### config.mk
export PLATFORM = sky130hd
export DESIGN_NAME = ttce_useq
export DESIGN_NICKNAME = d
export VERILOG_FILES = /design/src/rtl/ttce_pkg.sv /design/src/rtl/ttce_useq.sv
export SDC_FILE = /design/constraint.sdc
export NUM_CORES = 1
export LEC_CHECK = 0
export BUFFER_PORTS_ARGS = -buffer_cell sky130_fd_sc_hd__buf_2
export CAP_MARGIN = 30
export CORE_MARGIN = 2
export CORE_UTILIZATION = 30
export DETAILED_ROUTE_END_ITERATION = 8
export MAX_ROUTING_LAYER = met4
export PLACE_DENSITY = 0.58
export SLEW_MARGIN = 20
export SYNTH_ARGS = -nofsm -noshare
export SYNTH_HDL_FRONTEND = slang
export SYNTH_SLANG_ARGS = --single-unit
### constraint.sdc
create_clock -name i_clk -period 3.7 [get_ports i_clk]
set_input_delay 0.74 -clock i_clk [delete_from_list [all_inputs] [get_ports i_clk]]
set_output_delay 0.74 -clock i_clk [all_outputs]
set_load 0.05 [all_outputs]
### src/rtl/ttce_pkg.sv
package ttce_pkg;

    // Screen geometry and tab stop
    localparam int SCREEN_WIDTH  = 80;
    localparam int SCREEN_HEIGHT = 25;
    localparam int TAB_SPACES    = 4;

    localparam int CELL_COUNT = SCREEN_WIDTH * SCREEN_HEIGHT;
    localparam int ADDR_W     = $clog2(CELL_COUNT);
    localparam int CNT_W      = $clog2(TAB_SPACES + 1);
    localparam int ROW_W      = 5;
    localparam int COL_W      = 7;
    localparam int IDX_W      = 11;
    localparam int CELL_W     = 16;

    // Character codes
    localparam logic [7:0] CODE_BACKSPACE = 8'd8;
    localparam logic [7:0] CODE_TAB       = 8'd9;
    localparam logic [7:0] CODE_NEWLINE   = 8'd10;
    localparam logic [7:0] CODE_SPACE     = 8'h20;

    localparam logic [CELL_W-1:0] RESET_CELL = 16'h0220;
    localparam logic [7:0]        RESET_COLOR = 8'd2;

    typedef enum logic {
        FUNC_WRITE = 1'b0,
        FUNC_READ  = 1'b1
    } t_func;

    // Datapath operations of one control word
    typedef enum logic [2:0] {
        MEM_NONE,
        MEM_PUT,
        MEM_READ,
        MEM_COPY,
        MEM_FLUSH,
        MEM_CLEAR,
        MEM_INIT
    } t_mem_op;

    typedef enum logic [1:0] {
        CUR_NONE,
        CUR_ADV,
        CUR_NL,
        CUR_BACK
    } t_cur_op;

    typedef enum logic [1:0] {
        PTR_NONE,
        PTR_ZERO,
        PTR_INC
    } t_ptr_op;

    typedef enum logic [2:0] {
        C_NEVER,
        C_ALWAYS,
        C_WRAP_BOTTOM,
        C_BOTTOM,
        C_COL0,
        C_COPY_END,
        C_CLEAR_END,
        C_CNT_ZERO
    } t_cond;

    typedef logic [4:0] t_upc;

    typedef struct packed {
        t_mem_op mem;
        t_cur_op cur;
        t_ptr_op ptr;
        logic    cnt_dec;
        logic    fin;
        t_cond   cond;
        logic    neg;
        t_upc    target;
    } t_uword;

    // Status fed back from the datapath to the sequencer
    typedef struct packed {
        logic wrap_bottom;
        logic bottom;
        logic col0;
        logic copy_end;
        logic clear_end;
        logic cnt_zero;
    } t_flags;

    // Microprogram addresses
    localparam t_upc UPC_IDLE      = 5'd0;
    localparam t_upc UPC_PUT       = 5'd1;
    localparam t_upc UPC_PUT_CHK   = 5'd2;
    localparam t_upc UPC_FIN       = 5'd3;
    localparam t_upc UPC_NL        = 5'd4;
    localparam t_upc UPC_SCR       = 5'd5;
    localparam t_upc UPC_SCR_COPY  = 5'd6;
    localparam t_upc UPC_SCR_FLUSH = 5'd7;
    localparam t_upc UPC_SCR_CLEAR = 5'd8;
    localparam t_upc UPC_SCR_TAB   = 5'd9;
    localparam t_upc UPC_SCR_DONE  = 5'd10;
    localparam t_upc UPC_BS        = 5'd11;
    localparam t_upc UPC_BS_BACK   = 5'd12;
    localparam t_upc UPC_BS_PUT    = 5'd13;
    localparam t_upc UPC_READ      = 5'd14;
    localparam t_upc UPC_INIT      = 5'd15;
    localparam t_upc UPC_INIT_DONE = 5'd16;

    function automatic t_uword uw(
        input t_mem_op m,
        input t_cur_op c,
        input t_ptr_op p,
        input logic    dec,
        input logic    fin,
        input t_cond   cd,
        input logic    neg,
        input t_upc    tgt
    );
        t_uword w;
        w.mem     = m;
        w.cur     = c;
        w.ptr     = p;
        w.cnt_dec = dec;
        w.fin     = fin;
        w.cond    = cd;
        w.neg     = neg;
        w.target  = tgt;
        return w;
    endfunction

    // Control store
    function automatic t_uword ucode(input t_upc a);
        t_uword w;
        unique case (a)
            // put one cell at the cursor, advance; scroll when wrapping off the bottom
            UPC_PUT:       w = uw(MEM_PUT, CUR_ADV, PTR_NONE, 1'b1, 1'b0,
                                  C_WRAP_BOTTOM, 1'b0, UPC_SCR);
            UPC_PUT_CHK:   w = uw(MEM_NONE, CUR_NONE, PTR_NONE, 1'b0, 1'b0,
                                  C_CNT_ZERO, 1'b1, UPC_PUT);
            UPC_FIN:       w = uw(MEM_NONE, CUR_NONE, PTR_NONE, 1'b0, 1'b1,
                                  C_ALWAYS, 1'b0, UPC_IDLE);
            UPC_NL:        w = uw(MEM_NONE, CUR_NL, PTR_NONE, 1'b0, 1'b0,
                                  C_BOTTOM, 1'b1, UPC_FIN);
            // scroll: copy rows up, then clear the last row
            UPC_SCR:       w = uw(MEM_NONE, CUR_NONE, PTR_ZERO, 1'b0, 1'b0,
                                  C_NEVER, 1'b0, UPC_IDLE);
            UPC_SCR_COPY:  w = uw(MEM_COPY, CUR_NONE, PTR_INC, 1'b0, 1'b0,
                                  C_COPY_END, 1'b1, UPC_SCR_COPY);
            UPC_SCR_FLUSH: w = uw(MEM_FLUSH, CUR_NONE, PTR_NONE, 1'b0, 1'b0,
                                  C_NEVER, 1'b0, UPC_IDLE);
            UPC_SCR_CLEAR: w = uw(MEM_CLEAR, CUR_NONE, PTR_INC, 1'b0, 1'b0,
                                  C_CLEAR_END, 1'b1, UPC_SCR_CLEAR);
            UPC_SCR_TAB:   w = uw(MEM_NONE, CUR_NONE, PTR_NONE, 1'b0, 1'b0,
                                  C_CNT_ZERO, 1'b1, UPC_PUT);
            UPC_SCR_DONE:  w = uw(MEM_NONE, CUR_NONE, PTR_NONE, 1'b0, 1'b0,
                                  C_ALWAYS, 1'b0, UPC_FIN);
            // backspace
            UPC_BS:        w = uw(MEM_NONE, CUR_NONE, PTR_NONE, 1'b0, 1'b0,
                                  C_COL0, 1'b0, UPC_FIN);
            UPC_BS_BACK:   w = uw(MEM_NONE, CUR_BACK, PTR_NONE, 1'b0, 1'b0,
                                  C_NEVER, 1'b0, UPC_IDLE);
            UPC_BS_PUT:    w = uw(MEM_PUT, CUR_NONE, PTR_NONE, 1'b0, 1'b0,
                                  C_ALWAYS, 1'b0, UPC_FIN);
            UPC_READ:      w = uw(MEM_READ, CUR_NONE, PTR_NONE, 1'b0, 1'b0,
                                  C_ALWAYS, 1'b0, UPC_FIN);
            // power-up fill of the screen store
            UPC_INIT:      w = uw(MEM_INIT, CUR_NONE, PTR_INC, 1'b0, 1'b0,
                                  C_CLEAR_END, 1'b1, UPC_INIT);
            UPC_INIT_DONE: w = uw(MEM_NONE, CUR_NONE, PTR_NONE, 1'b0, 1'b0,
                                  C_ALWAYS, 1'b0, UPC_IDLE);
            default:       w = uw(MEM_NONE, CUR_NONE, PTR_NONE, 1'b0, 1'b0,
                                  C_NEVER, 1'b0, UPC_IDLE);
        endcase
        return w;
    endfunction

endpackage

### src/rtl/ttce_useq.sv
// Micro-sequencer: step counter, control store lookup, conditional jumps
module ttce_useq (
    input  logic              i_clk,
    input  logic              i_rst_n,
    input  logic              i_start,
    input  ttce_pkg::t_upc    i_entry,
    input  logic              i_stall,
    input  ttce_pkg::t_flags  i_flags,
    output ttce_pkg::t_uword  o_uword,
    output logic              o_idle
);

    ttce_pkg::t_upc   r_upc;
    ttce_pkg::t_upc   n_upc;
    ttce_pkg::t_uword w_uw;
    logic             w_cond;
    logic             w_take;

    assign w_uw    = ttce_pkg::ucode(r_upc);
    assign o_uword = w_uw;
    assign o_idle  = (r_upc == ttce_pkg::UPC_IDLE);

    // Condition select
    always_comb begin
        unique case (w_uw.cond)
            ttce_pkg::C_NEVER:       w_cond = 1'b0;
            ttce_pkg::C_ALWAYS:      w_cond = 1'b1;
            ttce_pkg::C_WRAP_BOTTOM: w_cond = i_flags.wrap_bottom;
            ttce_pkg::C_BOTTOM:      w_cond = i_flags.bottom;
            ttce_pkg::C_COL0:        w_cond = i_flags.col0;
            ttce_pkg::C_COPY_END:    w_cond = i_flags.copy_end;
            ttce_pkg::C_CLEAR_END:   w_cond = i_flags.clear_end;
            ttce_pkg::C_CNT_ZERO:    w_cond = i_flags.cnt_zero;
        endcase
    end

    assign w_take = (w_uw.cond != ttce_pkg::C_NEVER) && (w_cond ^ w_uw.neg);

    // Next step
    always_comb begin
        if (o_idle) begin
            n_upc = i_start ? i_entry : r_upc;
        end else if (w_uw.fin && i_stall) begin
            n_upc = r_upc;
        end else if (w_take) begin
            n_upc = w_uw.target;
        end else begin
            n_upc = r_upc + 5'd1;
        end
    end

    always_ff @(posedge i_clk) begin
        if (!i_rst_n) begin
            r_upc <= ttce_pkg::UPC_INIT;
        end else begin
            r_upc <= n_upc;
        end
    end

endmodule

==> Implementation_results.wiki <==
{| class="wikitable"
! Metric !! Value
|-
| Worst Path Buf+Inv || 3
|-
| Number of max-slew violations in the final report || 0
|-
| Post-CTS setup-driven buffer insertion count || 0
|-
| H-tree depth reported by CTS || 1
|-
| Wirelength, routed || 3.25 mm
|-
| Cts hold-fix bufs || 0
|-
| Pin count of the biggest net entering global routing || 13
|-
| Global route total overflow || 0
|-
| Final core occ || 38.3%
|-
| First-pass GRT wire length || 5.40 mm
|-
| Share of the synthesized area in the top cell type || 34.3%
|-
| Share of synthesized registers carrying an async set or reset || 0%
|-
| HP Class || reg2reg
|-
| Cell area after placement || 1500 µm²
|-
| Antenna violations before repair || 0
|-
| TritonRoute pass-1 iters || 4
|-
| Detail-routed via count per cell || 5.26
|-
| Top-level I/O count || 34
|-
| Post-route cell area || 1550 µm²
|-
| Most common cell type on the critical path || inv_1
|-
| Number of sinks on the clock net || 22
|-
| Pre-CTS setup slack || 390 ps
|-
| Fraction of final layout cells sized beyond drive strength 1 || 29.0%
|-
| Most instantiated flip-flop cell in the synthesis netlist || dfxtp_1
|-
| Status || finished clean
|-
| Critical Path AT || 3380 ps
|-
| Area contributors post-synth || dfxtp_1 34%, ha_1 6.8%, nand3_1 5.8%
|-
| TritonCTS clock tree || yes
|-
| Endpoints failing setup || 0
|-
| Fraction of the yosys area taken by sequential cells || 34.3%
|-
| Fin crit period || 3190 ps
|-
| Max-cap violation count || 0
|-
| Yosys warns || 0
|-
| Critical path endpoint category || register
|-
| Final clock period utilization by the worst path || 86.1%
|-
| Number of instances in the synthesized netlist || 142
|-
| Library cells used by synthesis || 50
|-
| Total negative setup slack || 0 ps
|-
| Count of standard-cell rows || 23
|-
| Antenna diode count || 0
|-
| Total nets after synthesis || 164
|-
| Timing-limited maximum frequency || 0.314 GHz
|-
| Area of the placeable core || 4060 µm²
|-
| Number of hold-slack violations in the final timing report || 0
|-
| Setup repair after global routing missed its margin || false
|-
| Leading area contributor after synthesis || dfxtp_1
|-
| Resized cells post-CTS || 0
|-
| Antenna violation net count after detailed routing || 0
|-
| Die span in x || 69.4 µm
|-
| Critical path fanouts, max || 10
|-
| Clock root buffer master || clkbuf_8
|-
| EDFF count, synth || 0
|-
| GRT Util Overall || 14.3%
|-
| Chain of cells forming the critical path || inv_1, ha_1, nor4b_4, mux2_2, o21ai_0, and2_1, a41oi_2, inv_1, ha_1, inv_1, nor4_1, nand2_1, a31oi_1
|-
| Wire length per cell after detailed routing || 14.4 µm
|-
| Number of global-route vias before repair || 1,130
|-
| Clock tree buffer depth || 2
|-
| Cell area after technology mapping || 1280 µm²
|-
| Startpoint type of the worst setup path || register
|-
| DRC violations left || 0
|-
| Setup WS post-layout || 513 ps
|-
| Last weighted congestion value of the routability-driven placer || 0.881
|-
| Leading cell type by number of instances after synthesis || dfxtp_1
|-
| Total number of nets in the final design || 199
|-
| Cell family contributing the most delay on the critical path || simple AND/OR/NAND/NOR gates
|-
| Clock latency at the later pin of the worst-skew pair || 260 ps
|-
| Initial Utilization || 31.7%
|-
| Setup Crit Path Kind || reg2reg
|-
| Number of buffers inserted by port buffering || 32
|-
| Slew headroom || 48.2%
|-
| Total CTS buffers || 3
|-
| Clock-pin slew of the registers on the worst-case setup and hold paths || 80 ps
|-
| Post-Syn Area per Cell || 9.05 µm²
|-
| Tightest Pin Transition || 771 ps
|-
| Final clock skew || 1.80 ps
|-
| Die Span Y || 69.4 µm
|-
| Worst path max stage delay || 460 ps
|-
| Cell with the largest stage delay on the worst path || nor4b_4
|-
| First DRT Iteration DRCs || 128
|-
| Number of vias in the routed layout || 1,189
|-
| Required @ worst endpoint || 3900 ps
|-
| Number of register bits inferred by synthesis || 22
|-
| Layout Area Growth over Synthesis || 20.9%
|-
| Die Outline Area || 4820 µm²
|-
| Hpwl dp || 2.52 mm
|-
| Leading post-synthesis cells by instance count || 22 x dfxtp_1, 15 x nand3_1, 11 x nand2_1
|}
placed cells by master (no fill, tap or decap), types with 3 or more instances in the layout:
cell	synthesis	layout
a31oi_1	4	4
buf_2	1	32
nand3_1	15	15
nand2_1	11	11
mux2i_1	5	5
a21oi_1	3	3
nor3_1	5	5
nand4_1	3	3
dfxtp_1	22	22
nor3b_1	3	3
inv_2	3	3
inv_1	8	8
o21ai_1	4	4
clkbuf_8	0	4
ha_1	7	7
and2_1	3	3
nor2_1	5	5
final cells by class:
class                   count  area, µm²
clock buffers               4       55.1
multi-input cells         106        787
repair buffers             33        168
inverters                  11       41.3
fillers                   426       2500
flip-flops and latches     22        440
well taps                  50       62.6
flip-flops by register name (all words and copies together) (netlist names):
signal   count
r_upc        5
o_uword     17
worst paths after layout:
kind	startpoint	to	slack, ps	cells past startpoint
min reg2reg	o_uword[0]	r_upc[0]	540	2
max	r_upc[0]	o_uword[2]	510	13
max reg2reg	r_upc[0]	o_uword[2]	510	13
min	o_uword[0]	r_upc[0]	540	2
tightest hold or removal path, delay by kind of cell (launching register included):
kind	cells	cell delay (ps)
flops	1	320
simple gates	2	160
through the flow:
step           hold slack (ps)  std cells
6_report                   537        226
5_1_grt                    575        226
4_1_cts                    539        226
3_5_place_dp               527        222
3_3_place_gp               528        222
2_1_floorplan              590        142
metal layers:
layer	global-route usage (%)	wire, µm	vias to the layer above
met3	1.74	145	5
met5	-	0	-
met2	22.5	1510	38
met4	5.45	44	0
met1	18.7	1550	547
li1	-	-	599
cell families after synthesis:
family                     after synthesis  share of synthesized area [%]
buffers and inverters                   14                           4.48
muxes                                    9                           8.28
DFF                                     22                           34.3
adders and majority gates                7                           6.82
AOI/OAI and AO/OA                       28                           17.0
other                                    1                          0.292
and+or+nand+nor                         59                           27.5
xor gates and xnor gates                 2                           1.36
Power is not shown: default switching activity piles up to over one toggle a cycle in this logic, so the estimate is an artifact.
